--- src/rtl/core/cct_pkg.sv ---
// Types, constants and the month length table for the calendar clock.
package cct_pkg;

	localparam int unsigned YEAR_W  = 14;
	localparam int unsigned MONTH_W = 4;
	localparam int unsigned DATE_W  = 5;
	localparam int unsigned WDAY_W  = 3;
	localparam int unsigned HOUR_W  = 5;
	localparam int unsigned MIN_W   = 6;
	localparam int unsigned SEC_W   = 6;
	localparam int unsigned MS_W    = 10;

	localparam int unsigned IN_DATA_W  = 48;
	localparam int unsigned OUT_DATA_W = 56;

	localparam logic [YEAR_W-1:0]  YEAR_LAST  = YEAR_W'(9999);
	localparam logic [MONTH_W-1:0] MONTH_LAST = MONTH_W'(12);
	localparam logic [MONTH_W-1:0] MONTH_FEB  = MONTH_W'(2);
	localparam logic [WDAY_W-1:0]  WDAY_LAST  = WDAY_W'(6);
	localparam logic [HOUR_W-1:0]  HOUR_LAST  = HOUR_W'(23);
	localparam logic [MIN_W-1:0]   MIN_LAST   = MIN_W'(59);
	localparam logic [SEC_W-1:0]   SEC_LAST   = SEC_W'(59);
	localparam logic [1:0]         LEAP_MASK  = 2'h3;

	localparam logic [DATE_W-1:0] LEN_28 = DATE_W'(28);
	localparam logic [DATE_W-1:0] LEN_29 = DATE_W'(29);
	localparam logic [DATE_W-1:0] LEN_30 = DATE_W'(30);
	localparam logic [DATE_W-1:0] LEN_31 = DATE_W'(31);

	typedef enum logic {
		KIND_TICK = 1'b0,
		KIND_LOAD = 1'b1
	} kind_t;

	typedef struct packed {
		logic [MS_W-1:0]   milli;
		logic [SEC_W-1:0]  second;
		logic [MIN_W-1:0]  minute;
		logic [HOUR_W-1:0] hour;
		logic [WDAY_W-1:0] weekday;
		logic [DATE_W-1:0] date;
		logic [MONTH_W-1:0] month;
		logic [YEAR_W-1:0] year;
	} time_t;

	typedef struct packed {
		logic [MIN_W-1:0]   new_minute;
		logic [HOUR_W-1:0]  new_hour;
		logic [WDAY_W-1:0]  new_weekday;
		logic [DATE_W-1:0]  new_date;
		logic [MONTH_W-1:0] new_month;
		logic [YEAR_W-1:0]  new_year;
		logic [MS_W-1:0]    elapsed_ms;
		kind_t              kind;
	} item_t;

	localparam time_t TIME_RESET = '{
		milli:   '0,
		second:  '0,
		minute:  '0,
		hour:    '0,
		weekday: WDAY_W'(2),
		date:    DATE_W'(4),
		month:   MONTH_W'(10),
		year:    YEAR_W'(2011)
	};

	function automatic logic [DATE_W-1:0] month_len(
		input logic [MONTH_W-1:0] month,
		input logic [YEAR_W-1:0]  year
	);
		logic [DATE_W-1:0] len;
		case (month) inside
			MONTH_FEB: len = ((year[1:0] & LEAP_MASK) == 2'b00) ? LEN_29 : LEN_28;
			4'd1, 4'd3, 4'd5, 4'd7, 4'd8, 4'd10, 4'd12: len = LEN_31;
			default: len = LEN_30;
		endcase
		return len;
	endfunction

endpackage

--- src/rtl/core/cct_step.sv ---
// Next time of day and date from the current time and one tick or load.
module cct_step #(
	parameter int unsigned TICKS_PER_SECOND = 1000
) (
	input  cct_pkg::time_t cur,
	input  cct_pkg::item_t item,
	output cct_pkg::time_t nxt
);

	localparam int unsigned SUM_W = cct_pkg::MS_W + 1;
	localparam logic [cct_pkg::MS_W-1:0] TPS = cct_pkg::MS_W'(TICKS_PER_SECOND);
	localparam logic [SUM_W-1:0] TPS_SUM = SUM_W'(TICKS_PER_SECOND);

	logic [cct_pkg::MS_W-1:0]   ms_clamped;
	logic [SUM_W-1:0]           ms_sum;
	logic [SUM_W-1:0]           ms_wrapped;
	logic                       sec_carry;
	logic                       sec_wrap;
	logic                       min_wrap;
	logic                       hour_wrap;
	logic                       day_carry;
	logic                       month_end;
	cct_pkg::time_t             ticked;

	always_comb begin
		ms_clamped = (item.elapsed_ms > TPS) ? TPS : item.elapsed_ms;
		ms_sum     = {1'b0, cur.milli} + {1'b0, ms_clamped};
		sec_carry  = (ms_sum >= TPS_SUM);
		ms_wrapped = sec_carry ? (ms_sum - TPS_SUM) : ms_sum;

		sec_wrap  = (cur.second >= cct_pkg::SEC_LAST);
		min_wrap  = (cur.minute >= cct_pkg::MIN_LAST);
		hour_wrap = (cur.hour >= cct_pkg::HOUR_LAST);
		day_carry = sec_carry && sec_wrap && min_wrap && hour_wrap;
		month_end = (cur.date >= cct_pkg::month_len(cur.month, cur.year));

		ticked       = cur;
		ticked.milli = ms_wrapped[cct_pkg::MS_W-1:0];
		if (sec_carry) begin
			ticked.second = sec_wrap ? '0 : cur.second + 1'b1;
			if (sec_wrap) begin
				ticked.minute = min_wrap ? '0 : cur.minute + 1'b1;
				if (min_wrap) begin
					ticked.hour = hour_wrap ? '0 : cur.hour + 1'b1;
				end
			end
		end
		if (day_carry) begin
			ticked.weekday = (cur.weekday >= cct_pkg::WDAY_LAST) ? '0 : cur.weekday + 1'b1;
			if (month_end) begin
				ticked.date = cct_pkg::DATE_W'(1);
				if (cur.month >= cct_pkg::MONTH_LAST) begin
					ticked.month = cct_pkg::MONTH_W'(1);
					ticked.year  = (cur.year >= cct_pkg::YEAR_LAST) ? '0 : cur.year + 1'b1;
				end else begin
					ticked.month = cur.month + 1'b1;
				end
			end else begin
				ticked.date = cur.date + 1'b1;
			end
		end

		case (item.kind)
			cct_pkg::KIND_LOAD: begin
				nxt         = cur;
				nxt.year    = item.new_year;
				nxt.month   = item.new_month;
				nxt.date    = item.new_date;
				nxt.weekday = item.new_weekday;
				nxt.hour    = item.new_hour;
				nxt.minute  = item.new_minute;
				nxt.second  = '0;
			end
			default: begin
				nxt = ticked;
			end
		endcase
	end

endmodule

--- src/rtl/core/calendar_clock_tick.sv ---
// Top level of the calendar clock: input register, time register and handshakes.
//
//  channel | dir | tdata fields (low bit first)                        | tuser
//  s_      | in  | elapsed_ms, new_year, new_month, new_date,          | kind
//          |     | new_weekday, new_hour, new_minute                    |
//  m_      | out | year, month, date, weekday, hour, minute, second,   | -
//          |     | millisecond                                          |
//
// One item per cycle sustained unless stalled. The time register doubles as
// the output register, so it advances only when the previous result has been
// taken. The input register takes a new item while a result waits only if it
// is empty. Reset loads the time to 4 October 2011, a Tuesday, midnight.
module calendar_clock_tick #(
	parameter int unsigned TICKS_PER_SECOND = 1000
) (
	input  logic                                clk,
	input  logic                                arst_n,
	input  logic                                s_tvalid,
	output logic                                s_tready,
	// elapsed_ms, new_year, new_month, new_date, new_weekday, new_hour, new_minute
	input  logic [cct_pkg::IN_DATA_W-1:0]       s_tdata,
	// kind
	input  logic                                s_tuser,
	output logic                                m_tvalid,
	input  logic                                m_tready,
	// year, month, date, weekday, hour, minute, second, millisecond
	output logic [cct_pkg::OUT_DATA_W-1:0]      m_tdata
);

	cct_pkg::item_t item_s1;
	logic           valid_s1;
	cct_pkg::time_t time_q;
	cct_pkg::time_t time_nxt;
	logic           out_valid_q;
	logic           advance;

	assign advance  = valid_s1 && (!out_valid_q || m_tready);
	assign s_tready = !valid_s1 || advance;

	always_ff @(posedge clk or negedge arst_n) begin
		if (!arst_n) begin
			valid_s1 <= 1'b0;
		end else if (s_tready) begin
			valid_s1 <= s_tvalid;
		end
	end

	always_ff @(posedge clk) begin
		if (s_tready && s_tvalid) begin
			item_s1 <= '{
				kind:        cct_pkg::kind_t'(s_tuser),
				elapsed_ms:  s_tdata[9:0],
				new_year:    s_tdata[23:10],
				new_month:   s_tdata[27:24],
				new_date:    s_tdata[32:28],
				new_weekday: s_tdata[35:33],
				new_hour:    s_tdata[40:36],
				new_minute:  s_tdata[46:41]
			};
		end
	end

	cct_step #(
		.TICKS_PER_SECOND(TICKS_PER_SECOND)
	) u_step (
		.cur  (time_q),
		.item (item_s1),
		.nxt  (time_nxt)
	);

	always_ff @(posedge clk or negedge arst_n) begin
		if (!arst_n) begin
			time_q      <= cct_pkg::TIME_RESET;
			out_valid_q <= 1'b0;
		end else begin
			if (advance) begin
				time_q <= time_nxt;
			end
			if (advance) begin
				out_valid_q <= 1'b1;
			end else if (m_tready) begin
				out_valid_q <= 1'b0;
			end
		end
	end

	assign m_tvalid = out_valid_q;
	assign m_tdata  = {3'b000, time_q.milli, time_q.second, time_q.minute, time_q.hour,
		time_q.weekday, time_q.date, time_q.month, time_q.year};

`ifndef SYNTHESIS
	a_empty_stage_ready: assert property (@(posedge clk) disable iff (!arst_n)
		!valid_s1 |-> s_tready)
		else $error("input stage empty but not ready");

	a_stall_blocks_input: assert property (@(posedge clk) disable iff (!arst_n)
		(valid_s1 && out_valid_q && !m_tready) |-> !s_tready)
		else $error("input taken while both stages are stalled");

	a_milli_in_range: assert property (@(posedge clk) disable iff (!arst_n)
		m_tvalid |-> (time_q.milli < cct_pkg::MS_W'(TICKS_PER_SECOND)))
		else $error("millisecond count out of range");

	a_load_clears_second: assert property (@(posedge clk) disable iff (!arst_n)
		(advance && item_s1.kind == cct_pkg::KIND_LOAD) |=> (time_q.second == '0))
		else $error("load did not clear the second");
`endif

endmodule
--- config.mk ---
export PLATFORM = sky130hd
export DESIGN_NAME = calendar_clock_tick
export DESIGN_NICKNAME = d
export VERILOG_FILES = /design/src/rtl/core/cct_pkg.sv /design/src/rtl/core/cct_step.sv /design/src/rtl/core/calendar_clock_tick.sv
export SDC_FILE = /design/constraint.sdc
export NUM_CORES = 1
export LEC_CHECK = 0
export BUFFER_PORTS_ARGS = -buffer_cell sky130_fd_sc_hd__buf_4
export CAP_MARGIN = 20
export CORE_MARGIN = 3
export CORE_UTILIZATION = 35
export CTS_BUF_LIST = sky130_fd_sc_hd__clkbuf_8
export DETAILED_ROUTE_END_ITERATION = 8
export PLACE_DENSITY = 0.67
export SYNTH_ARGS = -nofsm -noshare
export SYNTH_HDL_FRONTEND = slang
export SYNTH_HIERARCHICAL = 1
export SYNTH_SLANG_ARGS = --single-unit
--- constraint.sdc ---
create_clock -name clk -period 3.65 [get_ports clk]
set_input_delay 0.9125 -clock clk [delete_from_list [all_inputs] [get_ports clk]]
set_output_delay 0.9125 -clock clk [all_outputs]
set_load 0.03 [all_outputs]
==> results.sh <==
export IMPL_status="finished, violations left"
export IMPL_violations="negative setup slack"
export IMPL_timing_rr_start="item_s1[1]$_DFFE_PP_"
export IMPL_drcViolationCount=0
export IMPL_cts_root_buf="clkbuf_8"
export IMPL_dp_cells=946
export IMPL_holdPathStages=1
export IMPL_power_switching_mw=2.637
export IMPL_worst_path_stages=13
export IMPL_synth_compound_area_share_pct=14.28
export IMPL_syn_cell_area_um2=6459
export IMPL_synth_fa_ha_area_share_pct=5.153
export IMPL_rows=49
export IMPL_netlist_cell_type_count=73
export IMPL_start_kind="flip-flop"
export IMPL_finalSetupViolCount=49
export IMPL_ys_seq_area_share_pct=43.88
export IMPL_postSynthCellCount=589
export IMPL_first_global_vias=5104
export IMPL_pwr_share_seq_pct=29.7
export IMPL_ys_ff_latch=103
export IMPL_drtAntennaViolNets=0
export IMPL_p_leak_nw=3.600
export IMPL_p_clk_share_pct=11.3
export IMPL_synth_simple_area_share_pct=17.42
export IMPL_rsz0062_at_grt="yes"
export IMPL_grt_max_degree=56
export IMPL_cts_buffers=9
export IMPL_synth_area_leaders="edfxtp_1, dfrtp_1, mux2_4"
export IMPL_hold_ws_ns=0.5526
export IMPL_dieWidth_um=141.8
export IMPL_max_stage_delay_ns=0.57
export IMPL_fillerInstances=1652
export IMPL_path_max_fanout=6
export IMPL_drt_iter0_markers=461
export IMPL_maxSlewViolCount=0
export IMPL_port_buffer_count=106
export IMPL_synth_top_area_share_pct=22.32
export IMPL_syn2layout_area_growth_pct=33.59
export IMPL_critPathCaptureType="flip-flop"
export IMPL_routed_wl_mm=17.13
export IMPL_clockBufferDepth=2
export IMPL_critPathTopFamily="compound AO/OA/AOI/OAI gates"
export IMPL_drive_gt1_share_pct=45.56
export IMPL_worstHoldStart="valid_s1$_DFFE_PN0P_"
export IMPL_clock_latency_ns=0.39
export IMPL_start_util_pct=35.83
export IMPL_cts_tree="done"
export IMPL_finalClockSkew_ns=0.02635
export IMPL_swShare_pct=42.56
export IMPL_dp_hpwl_mm=11.83
export IMPL_muxShareOfSynthArea_pct=14.32
export IMPL_cts_sinks=103
export IMPL_syn_area_per_cell_um2=10.97
export IMPL_coreArea_um2=18020
export IMPL_combPwrFrac_pct=59.0
export IMPL_hold_viol_final=0
export IMPL_synth_top_family_by_area="simple AND/OR/NAND/NOR gates"
export IMPL_dieArea_um2=20120
export IMPL_powerDensity_nw_per_um2=718.1
export IMPL_yosys_area_top_type="edfxtp_1"
export IMPL_cp_cell_sequence="o31a_1 > o21ai_2 > and2_1 > ha_2 > fa_2 > or3_4 > o31a_1 > or4_4 > a211oi_4 > buf_6 > a21oi_2 > a221o_1 > mux2_4"
export IMPL_critPathKind="reg -> reg"
export IMPL_overflow=0
export IMPL_dieHeight_um=141.8
export IMPL_ios=111
export IMPL_hp_class="reg -> reg"
export IMPL_dr_pass1_iters=5
export IMPL_yosysWarnings=6
export IMPL_layout_commonest_cell="buf_4"
export IMPL_required_ns=3.92
export IMPL_min_period_ns=3.962
export IMPL_ff2ff_setup_slack_ns=-0.31
export IMPL_routed_via_count=5220
export IMPL_wl_per_cell_um=17.41
export IMPL_timing_fmax_mhz=252.4
export IMPL_track_usage_pct=16.63
export IMPL_nNetsFinal=829
export IMPL_post_route_period_util_pct=108.6
export IMPL_grt_pass1_wl_mm=26.72
export IMPL_clk_pin_slew_ns=0.11
export IMPL_path_buf_inv=1
export IMPL_r2r_cells=13
export IMPL_gp_congestion=0.8052
export IMPL_r2r_end="m_tdata[21]$_DFFE_PN0P_"
export IMPL_setup_ws_ns=-0.3125
export IMPL_synth_edf_count=48
export IMPL_crit_top_cell="o31a_1"
export IMPL_antenna_found_initial=0
export IMPL_worstMarginPinSlew_ns=0.8470
export IMPL_htreeDepth=3
export IMPL_worstPathArrival_ns=4.24
export IMPL_synth_xor_area_share_pct=1.085
export IMPL_ir_drop_uv=378.2
export IMPL_p_total_mw=6.196
export IMPL_max_slew_margin_rel_pct=43.47
export IMPL_holdPathEnd="m_tvalid$_DFFE_PN0P_"
export IMPL_stdcell_count=984
export IMPL_layout_common_cells="buf_4, mux2_4, edfxtp_1"
export IMPL_avgViaCountPerCell=5.305
export IMPL_internal_power_mw=3.559
export IMPL_maxCapViolCount=0
export IMPL_ys_flop_type="edfxtp_1"
export IMPL_diodes=0
export IMPL_crit_path_top_delay_cell="or4_4"
export IMPL_async_reset_ff_share_pct=53.40
## final cells by class
class	count	area, um2	area share, %
multi-input cells	442	3796	44.00
flip-flops and latches	103	2834	32.85
repair buffers	181	1479	17.14
well taps	229	286.5	3.321
clock buffers	11	151.4	1.755
inverters	13	48.80	0.5655
clock inverters	5	32.53	0.3770
## cells in the mapped netlist, types with 4 or more instances
cell type,number
nor2_1,42
or3_1,6
mux2i_1,5
o21ai_0,24
nor3_1,13
mux2_4,50
a21oi_1,25
clkbuf_1,17
and2_1,9
dfstp_2,13
buf_6,7
nand3_1,30
a21o_1,4
inv_1,13
a31oi_1,14
dfrtp_1,42
o21ai_1,9
a32o_1,4
a21oi_2,4
o31ai_1,7
xnor2_1,5
nand2_1,46
a2bb2oi_1,4
buf_2,5
nand3b_1,5
ha_1,25
nand4b_1,4
o31a_1,5
mux2_2,11
and3_1,6
nor2b_1,6
nand4_1,6
o211ai_1,6
or4_1,4
edfxtp_1,48
nand2b_1,6
## power groups by stage
stage / Combinational (mW) / Clock [mW] / Sequential, mW
6_report: 3.66 / 0.699 / 1.84
5_1_grt: 3.94 / 0.765 / 1.89
4_1_cts: 3.43 / 0.721 / 1.83
3_5_place_dp: 3.08 / 0 / 1.84
3_3_place_gp: 3.03 / 0 / 1.83
2_1_floorplan: 1.70 / 0 / 2.14
## worst reg2reg max path: cells and delay by family (launching register included)
family                   cells  cell delay (ns)
multiplexers                 1             0.26
buffers and inverters        1             0.16
AO/OA/AOI/OAI                6             1.29
AND/OR/NAND/NOR              3             1.12
adder cells (fa/ha/maj)      2             0.64
flip-flops                   1             0.38
## how the worst max path moves through the flow
stage	startpoint	end	slack, ns
floorplan	item_s1[1]$_DFFE_PP_	m_tdata[21]$_DFFE_PN0P_	-0.09
global placement	item_s1[1]$_DFFE_PP_	m_tdata[21]$_DFFE_PN0P_	-0.28
detailed placement	item_s1[9]$_DFFE_PP_	m_tdata[21]$_DFFE_PN0P_	-0.35
CTS	item_s1[1]$_DFFE_PP_	m_tdata[51]$_DFFE_PN0P_	-0.27
global route	item_s1[2]$_DFFE_PP_	m_tdata[51]$_DFFE_PN0P_	-0.44
finish	item_s1[1]$_DFFE_PP_	m_tdata[21]$_DFFE_PN0P_	-0.31
## layer usage
layer	share of wire, %	track usage (%)	wire, um	up-vias
met5	0	0	0	-
met4	1.7	4.091	291	0
met3	4.9	3.876	832	17
met2	48	26.41	8175	122
met1	46	23.05	7834	2549
li1	-	-	-	2532
## through the flow
step	utilization, %	setup WS, ns	setup TNS [ns]	cell area (um2)
finish	47.87	-0.3125	-8.772	8628
global route	47.87	-0.4404	-14.93	8628
CTS	46.54	-0.2681	-6.326	8388
detailed placement	43.24	-0.3455	-9.163	7794
global placement	43.24	-0.2839	-6.313	7794
floorplan	-	-0.08953	-0.1749	6477
## what timing repair did
action                                  CTS  global route
endpoints found under the setup margin   49            49
gates cloned                              2             0
resized for setup                        68            37
pin swaps                                42            31
hold buffers                              0             0
buffers inserted                         15             8
## state kept, by name, indices dropped and copies added (netlist names)
| register | cells |
|---|---|
| m_tdata | 53 |
| item_s1 | 48 |
| m_tvalid | 1 |
| valid_s1 | 1 |
## logic make-up after synthesis
group | Yosys count
simple gates | 206
compound gates | 132
flops | 103
mux | 66
buf+inv | 47
fa+ha+maj | 26
xor+xnor | 8
other cells | 1
Power figures use the tool's default switching activity.
